==> config.mk <==
export PLATFORM = sky130hd
export DESIGN_NAME = totp_ctrl
export DESIGN_NICKNAME = d
export VERILOG_FILES = /design/src/rtl/totp_pkg.sv /design/src/rtl/totp_ctrl.sv
export SDC_FILE = /design/constraint.sdc
export NUM_CORES = 1
export LEC_CHECK = 0
export BUFFER_PORTS_ARGS = -buffer_cell sky130_fd_sc_hd__buf_2
export CORE_AREA = 2 2 40 42
export DETAILED_ROUTE_END_ITERATION = 7
export DIE_AREA = 0 0 42 44
export HOLD_SLACK_MARGIN = 0.1
export PLACE_DENSITY_LB_ADDON = 0.05
export SETUP_SLACK_MARGIN = 0.4
export SYNTH_ARGS = -nofsm -noshare
export SYNTH_HDL_FRONTEND = slang
export SYNTH_SLANG_ARGS = --single-unit
==> constraint.sdc <==
create_clock -name clk -period 2.5 [get_ports clk]
set_input_delay 0.375 -clock clk [delete_from_list [all_inputs] [get_ports clk]]
set_output_delay 0.375 -clock clk [all_outputs]
set_load 0.02 [all_outputs]
==> src/rtl/totp_pkg.sv <==
// Package for the TOTP code generator: shared types, constants and codes.
// No dependencies.
package totp_pkg;

  localparam int KEY_WORDS = 5;
  localparam logic [5:0] KEY_MAX = 6'd40;
  localparam logic [31:0] CODE_MOD = 32'd1000000;

  typedef enum logic [2:0] {
    REG_KEY0 = 3'd0,
    REG_KEY1 = 3'd1,
    REG_KEY2 = 3'd2,
    REG_KEY3 = 3'd3,
    REG_KEY4 = 3'd4,
    REG_KLEN = 3'd5
  } reg_idx_t;

  // Which 64-byte block the compression unit works on.
  typedef enum logic [1:0] {
    BLK_IPAD  = 2'd0,
    BLK_MSG   = 2'd1,
    BLK_OPAD  = 2'd2,
    BLK_INNER = 2'd3
  } blk_sel_t;

  typedef struct packed {
    logic     load_step;
    logic     div_step;
    logic     init_hash;
    blk_sel_t blk;
    logic     load_block;
    logic     round;
    logic     add_hash;
    logic     save_inner;
    logic     trunc;
    logic     mod_step;
  } dp_cmd_t;

  typedef struct packed {
    logic div_done;
    logic round_last;
    logic mod_done;
  } dp_sts_t;

  function automatic logic [31:0] rotl(input logic [31:0] v, input int n);
    rotl = (v << n) | (v >> (32 - n));
  endfunction

endpackage

==> src/rtl/totp_ctrl.sv <==
// Controller state machine sequencing division, four SHA-1 blocks and reduction.
// Depends on totp_pkg.
module totp_ctrl import totp_pkg::*; (
  input  logic    clk,
  input  logic    rst_n,
  input  logic    in_fire,
  input  logic    out_free,
  input  dp_sts_t sts,
  output dp_cmd_t cmd,
  output logic    busy,
  output logic    done
);

  typedef enum logic [7:0] {
    S_IDLE  = 8'b00000001,
    S_DIV   = 8'b00000010,
    S_LOAD  = 8'b00000100,
    S_ROUND = 8'b00001000,
    S_ADD   = 8'b00010000,
    S_TRUNC = 8'b00100000,
    S_MOD   = 8'b01000000,
    S_DONE  = 8'b10000000
  } state_t;

  state_t state_r, state_nxt;
  blk_sel_t blk_r, blk_nxt;

  always_comb begin
    state_nxt = state_r; blk_nxt = blk_r; cmd = '0; cmd.blk = blk_r;
    case (state_r)
      S_IDLE: if (in_fire) begin
        cmd.load_step = 1'b1; state_nxt = S_DIV;
      end
      S_DIV: begin
        cmd.div_step = 1'b1;
        if (sts.div_done) begin
          cmd.init_hash = 1'b1; blk_nxt = BLK_IPAD; state_nxt = S_LOAD;
        end
      end
      S_LOAD: begin
        cmd.load_block = 1'b1; state_nxt = S_ROUND;
      end
      S_ROUND: begin
        cmd.round = 1'b1;
        if (sts.round_last) state_nxt = S_ADD;
      end
      S_ADD: begin
        state_nxt = S_LOAD;
        case (blk_r)
          BLK_IPAD: begin
            cmd.add_hash = 1'b1; blk_nxt = BLK_MSG;
          end
          // The inner digest is saved and the outer hash restarts from the
          // initial values.
          BLK_MSG: begin
            cmd.save_inner = 1'b1; cmd.init_hash = 1'b1; blk_nxt = BLK_OPAD;
          end
          BLK_OPAD: begin
            cmd.add_hash = 1'b1; blk_nxt = BLK_INNER;
          end
          default: begin
            cmd.add_hash = 1'b1; state_nxt = S_TRUNC;
          end
        endcase
      end
      S_TRUNC: begin
        cmd.trunc = 1'b1; state_nxt = S_MOD;
      end
      S_MOD: begin
        cmd.mod_step = 1'b1;
        if (sts.mod_done) state_nxt = S_DONE;
      end
      S_DONE: if (out_free) state_nxt = S_IDLE;
      default: state_nxt = S_IDLE;
    endcase
  end

  always_ff @(posedge clk) begin
    if (!rst_n) begin
      state_r <= S_IDLE; blk_r <= BLK_IPAD;
    end else begin
      state_r <= state_nxt; blk_r <= blk_nxt;
    end
  end

  assign busy = (state_r != S_IDLE);
  assign done = (state_r == S_DONE) && out_free;

endmodule

==> results of run 1 <==
[where the power goes]
part           leakage (nW)  internal (mW)  total [mW]  switching [mW]
logic                 0.352         0.0323      0.0766          0.0442
registers            0.0825          0.164       0.170         0.00565
clock network        0.0138         0.0557       0.111          0.0550
[cells in the mapped netlist (2+ instances only)]
cell	number	area, um2
and3_1	3	18.8
dfxtp_1	10	200
ha_1	4	50.1
inv_1	7	26.3
nand2_1	4	15.0
nand4_1	2	12.5
nor2_1	12	45.0
nor2b_1	3	18.8
nor3_1	4	20.0
nor4_1	2	12.5
o21a_1	3	22.5
o21ai_0	4	20.0
or4_4	2	22.5
[layout by cell type (no fill, tap or decap), drive strengths merged, types with 2 or more instances in the layout]
cell type / instances
dfxtp: 10
nor2: 12
buf: 22
nand2: 5
and3: 3
or4: 2
nand4: 2
nor3: 4
ha: 4
nor4: 2
clkbuf: 3
and4b: 2
o21a: 3
o21ai: 4
inv: 7
nor2b: 3
[per-stage QoR]
stage / std cells / util (%) / cell area, um2
6_report: 120 / 60.3 / 856
3_5_place_dp: 114 / 53.5 / 759
2_1_floorplan: 79 / - / 644
3_3_place_gp: 114 / 53.5 / 759
5_1_grt: 120 / 60.3 / 856
4_1_cts: 118 / 56.7 / 805
[how the worst min path moves through the flow]
| stage | from | endpoint |
|---|---|---|
| after floorplan | rst_n | state_r[3] |
| after global placement | blk_r[0] | blk_r[0] |
| after detailed placement | blk_r[0] | blk_r[0] |
| after CTS | rst_n | state_r[1] |
| after global routing | rst_n | state_r[3] |
| final | rst_n | state_r[1] |
[layout make-up]
cell class                      count  share of cell area [%]
Inverter                            7                    3.07
Sequential cell                    10                    23.8
Clock buffer                        3                    2.63
Multi-Input combinational cell     62                    53.1
Timing Repair Buffer               22                    15.1
Tap cell                           16                    2.34
[metal layers]
metal | GRT usage, % | up-vias | share of wire [%]
met1 | 20.5 | 329 | 41
met4 | 11.6 | 0 | 3.7
li1 | - | 339 | -
met5 | 0 | - | 0
met3 | 2.92 | 7 | 5.0
met2 | 35.9 | 24 | 50
[critical path: cells and delay by family (launching register included)]
kind	cells	cell delay, ns
and+or+nand+nor	2	1.02
buffers and inverters	2	0.20
DFF	1	0.34
[what timing repair did]
item / CTS / global route
pin swaps: 2 / 3
setup buffers: 1 / 2
hold endpoints to repair: 0 / 0
hold buffers: 0 / 0
endpoints found under the setup margin: 8 / 6
gates resized for setup: 4 / 11
[sequential cells by signal, indices dropped and copies added (netlist names)]
name	count
blk_r	2
state_r	8
[kinds of logic after synthesis]
| kind of cell | synth area share, % |
|---|---|
| flops | 31.1 |
| buf+inv | 4.08 |
| xor+xnor | 1.36 |
| fa+ha+maj | 7.77 |
| compound gates | 17.1 |
| simple gates | 38.6 |
==> flow_summary.yaml, run 1 <==
outcome:
  status: "finished clean"
cts:
  cts_tree: "done"
  cts_root_buf: "clkbuf_4"
  cts_sinks: 10
  clkTransAtPathRegs_ns: 0.06
  htree_levels: 1
  clk_path_buf_depth: 2
  cts_buffers: 3
  clkLatencyLatePin_ns: 0.27
flow_run:
  cap_violations: 0
sta:
  maxSlewHeadroom_pct: 71.5
  tightest_slew_ns: 0.425
  timing.setup.tns_ns: 0
  max_freq_ghz: 0.452
  finalCriticalPeriod_ns: 2.21
  fin_skew_ns: 0.00504
  rsz0062_at_grt: "yes"
  finalCritPeriodShare_pct: 88.5
  finalHoldViolCount: 0
  finalMaxSlewViolations: 0
  whs_ns: 0.407
  worst_slack_ns: 0.288
  setup_violations: 0
setup_path:
  reg2reg_slack_ns: 0.53
  crit_slowest_cell: "or4_4"
  endpoint_kind: "primary output"
  worst-endpoint-required_ns: 2.12
  cp_cell_sequence: "or4_4, or4_4, inv_1, buf_4"
  crit_end: "cmd[0]"
  critical_path_class: "register to primary output"
  startpoint: "state_r[1]"
  reg2regPathDepth: 6
  path_common_cell: "or4_4"
  critPathMaxStageDelay_ns: 0.57
  arrival_ns: 1.84
  path_max_fanout: 5
  regToRegEndpoint: "blk_r[1]"
  timing.rr.start: "state_r[1]"
  worstSetupStartpointType: "register"
cells_and_area:
  syn_to_final_growth_pct: 32.8
  seqCellArea_um2: 204
  antenna_cells: 0
  fillers: 128
  fin_nets: 117
  multiInputGateArea_um2: 454
  drive_above_1_share_pct: 38.5
floorplanning:
  die_w_um: 42
  rows: 14
  die_h_um: 44
  die_area_um2: 1850
  start_util_pct: 45.4
  ios: 20
  fp.coreArea_um2: 1420
placed_design:
  io_buffers: 19
  pre_cts_ws_ns: 0.509
  place_hpwl_um: 1220
  gp_congestion: 0.775
detailed_routing:
  detail-route-antenna-nets: 0
  wl_per_cell_um: 14.1
  wl_um: 1690
  dr.pass1.iters: 4
  drt_first_iter_violations: 8
  drc: 0
  avgViaCountPerCell: 5.83
  via_count: 699
logic_synthesis:
  synthArstFlopShare_pct: 0
  synth-seq-cells: 10
  ys.flop_type: "dfxtp_1"
  syn_area_per_cell_um2: 8.16
  synth_nets: 90
  synth-edff-count: 0
  yosys.cell_types.count: 32
  synth_area_um2: 644
  yosysSeqAreaShare_pct: 31.1
  synth_cells: 79
  yosys_warnings: 0
power:
  vdd_drop_max_v: 0.000285
  power.density_nw_per_um2: 417
  power_uw: 357
  p_leak_nw: 0.448
global_route:
  grt_use_total_pct: 19.3
  grt_pass1_wl_um: 2640
  grt_max_degree: 9
  grt_pass1_vias: 646
  antenna_found_initial: 0
  gr-total-overflow: 0
min_path:
  holdPathStages: 2
  hold_path.class: "input port to register"
(Power assumes the default switching activity.)
==> run 2: changes to the inputs <==
==> constraint.sdc (replaced) <==
create_clock -name clk -period 2.1 [get_ports clk]
set_input_delay 0.315 -clock clk [delete_from_list [all_inputs] [get_ports clk]]
set_output_delay 0.315 -clock clk [all_outputs]
set_load 0.02 [all_outputs]
==> flow_summary.yaml, run 2 (synthesis gave the netlist of run 1 again) <==
outcome:
  status: "finished clean"
global_route:
  grt_use_total_pct: 21.6
  grt_max_degree: 9
  grt_pass1_wl_um: 2920
  antenna_found_initial: 0
  gr-total-overflow: 0
  grt_pass1_vias: 654
cts:
  cts_buffers: 3
  hold_buffers: 0
  cts_root_buf: "clkbuf_4"
  htree_levels: 1
  cts_tree: "done"
  clkTransAtPathRegs_ns: 0.06
  cts_sinks: 10
  clkLatencyLatePin_ns: 0.26
  clk_path_buf_depth: 2
sta:
  finalCriticalPeriod_ns: 2.09
  maxSlewHeadroom_pct: 79.0
  finalCritPeriodShare_pct: 99.6
  fin_skew_ns: 0.00764
  rsz0062_at_grt: "yes"
  max_freq_ghz: 0.478
  setup_violations: 0
  tightest_slew_ns: 0.312
  finalMaxSlewViolations: 0
  finalHoldViolCount: 0
cells_and_area:
  reg_top3: "state_r: 8 flops, blk_r: 2 flops"
  syn_to_final_growth_pct: 66.6
  antenna_cells: 0
  largest_reg_flops: 8
  stdcell_area_um2: 1070
  mostFrequentLayoutCell: "buf_4"
  mostFrequentLayoutCells: "buf_4 (19), buf_2 (10), nor2_1 (8), buf_6 (8)"
  instances_no_fill: 135
  regMostFlops: "state_r"
  drive_above_1_share_pct: 60.5
  fin_util_pct: 75.7
  fin_nets: 132
floorplanning:
  ios: 20
  rows: 14
  die_w_um: 42
  fp.coreArea_um2: 1420
  start_util_pct: 45.4
  die_area_um2: 1850
  die_h_um: 44
setup_path:
  worstSetupStartpointType: "register"
  crit_end: "cmd[0]"
  path_max_fanout: 3
  startpoint: "state_r[2]"
  critical_path_class: "register to primary output"
  arrival_ns: 1.78
  reg2regPathDepth: 8
  endpoint_kind: "primary output"
  regToRegEndpoint: "state_r[0]"
  timing.rr.start: "state_r[2]"
  worst-endpoint-required_ns: 1.78
  reg2reg_slack_ns: 0.02
flow_run:
  cap_violations: 0
detailed_routing:
  drc: 0
  avgViaCountPerCell: 5.77
  wl_um: 2010
  detail-route-antenna-nets: 0
  via_count: 779
  wl_per_cell_um: 14.9
  dr.pass1.iters: 4
  drt_first_iter_violations: 15
placed_design:
  dp_cells: 115
  io_buffers: 19
  dpl_cell_area_um2: 777
  gp_congestion: 0.876
  place_hpwl_um: 1200
power:
  combPwrFrac_pct: 29.6
  p_switching_uw: 129
  power.density_nw_per_um2: 422
  power_uw: 454
  vdd_drop_max_v: 0.000396
  p_int_uw: 325
  p_leak_nw: 0.539
  swShare_pct: 28.4
  pwr-share-clk_pct: 26.7
  p_seq_share_pct: 43.7
min_path:
  hold_path.class: "input port to register"
run 2: cell type report:
class | count | area (um2)
Fill cell | 102 | 345
Tap cell | 16 | 20.0
Inverter | 7 | 31.3
Timing Repair Buffer | 37 | 283
Sequential cell | 10 | 216
Clock buffer | 3 | 22.5
Multi-Input combinational cell | 62 | 500
run 2: repair_timing:
| item | CTS | global route |
|---|---|---|
| hold endpoints to repair | 0 | 0 |
| setup endpoints to repair | 15 | 19 |
| pin swaps | 6 | 7 |
| buffers inserted | 10 | 7 |
| gates resized for setup | 32 | 15 |
run 2: critical path, stage by stage (launching register included):
cell	delay, ns
dfxtp_2	0.32
or4_4	0.56
or4_4	0.47
inv_4	0.07
buf_6	0.10
run 2: how the worst min path moves through the flow:
stage                  start         end  slack (ns)  depth (start not counted)
floorplan              rst_n  state_r[3]        0.43                          1
global placement    blk_r[1]    blk_r[1]        0.64                          3
detailed placement     rst_n  state_r[3]        0.63                          2
CTS                    rst_n  state_r[1]        0.35                          2
global route           rst_n  state_r[3]        0.36                          2
finish                 rst_n  state_r[1]        0.37                          2
run 2: layer usage:
metal	GRT usage (%)	vias to the layer above	wire length (um)
met5	0	-	0
met4	11.6	0	52
met3	5.83	6	99
met2	35.6	24	1020
met1	25.6	373	835
li1	-	376	-
run 2: power by group through the flow:
stage / Clock, mW / Sequential, mW / Combinational, mW
final: 0.121 / 0.198 / 0.134
after global routing: 0.138 / 0.199 / 0.142
after CTS: 0.125 / 0.200 / 0.116
after detailed placement: 0 / 0.206 / 0.0781
after global placement: 0 / 0.206 / 0.0782
after floorplan: 0 / 0.206 / 0.0520
run 2: metrics by stage:
step | TNS (ns) | setup slack [ns] | hold slack [ns]
final | 0 | 0.00898 | 0.368
after global routing | -0.121 | -0.0384 | 0.358
after CTS | -0.0230 | -0.0230 | 0.352
after detailed placement | 0 | 0.222 | 0.631
after global placement | 0 | 0.228 | 0.638
after floorplan | 0 | 0.363 | 0.432
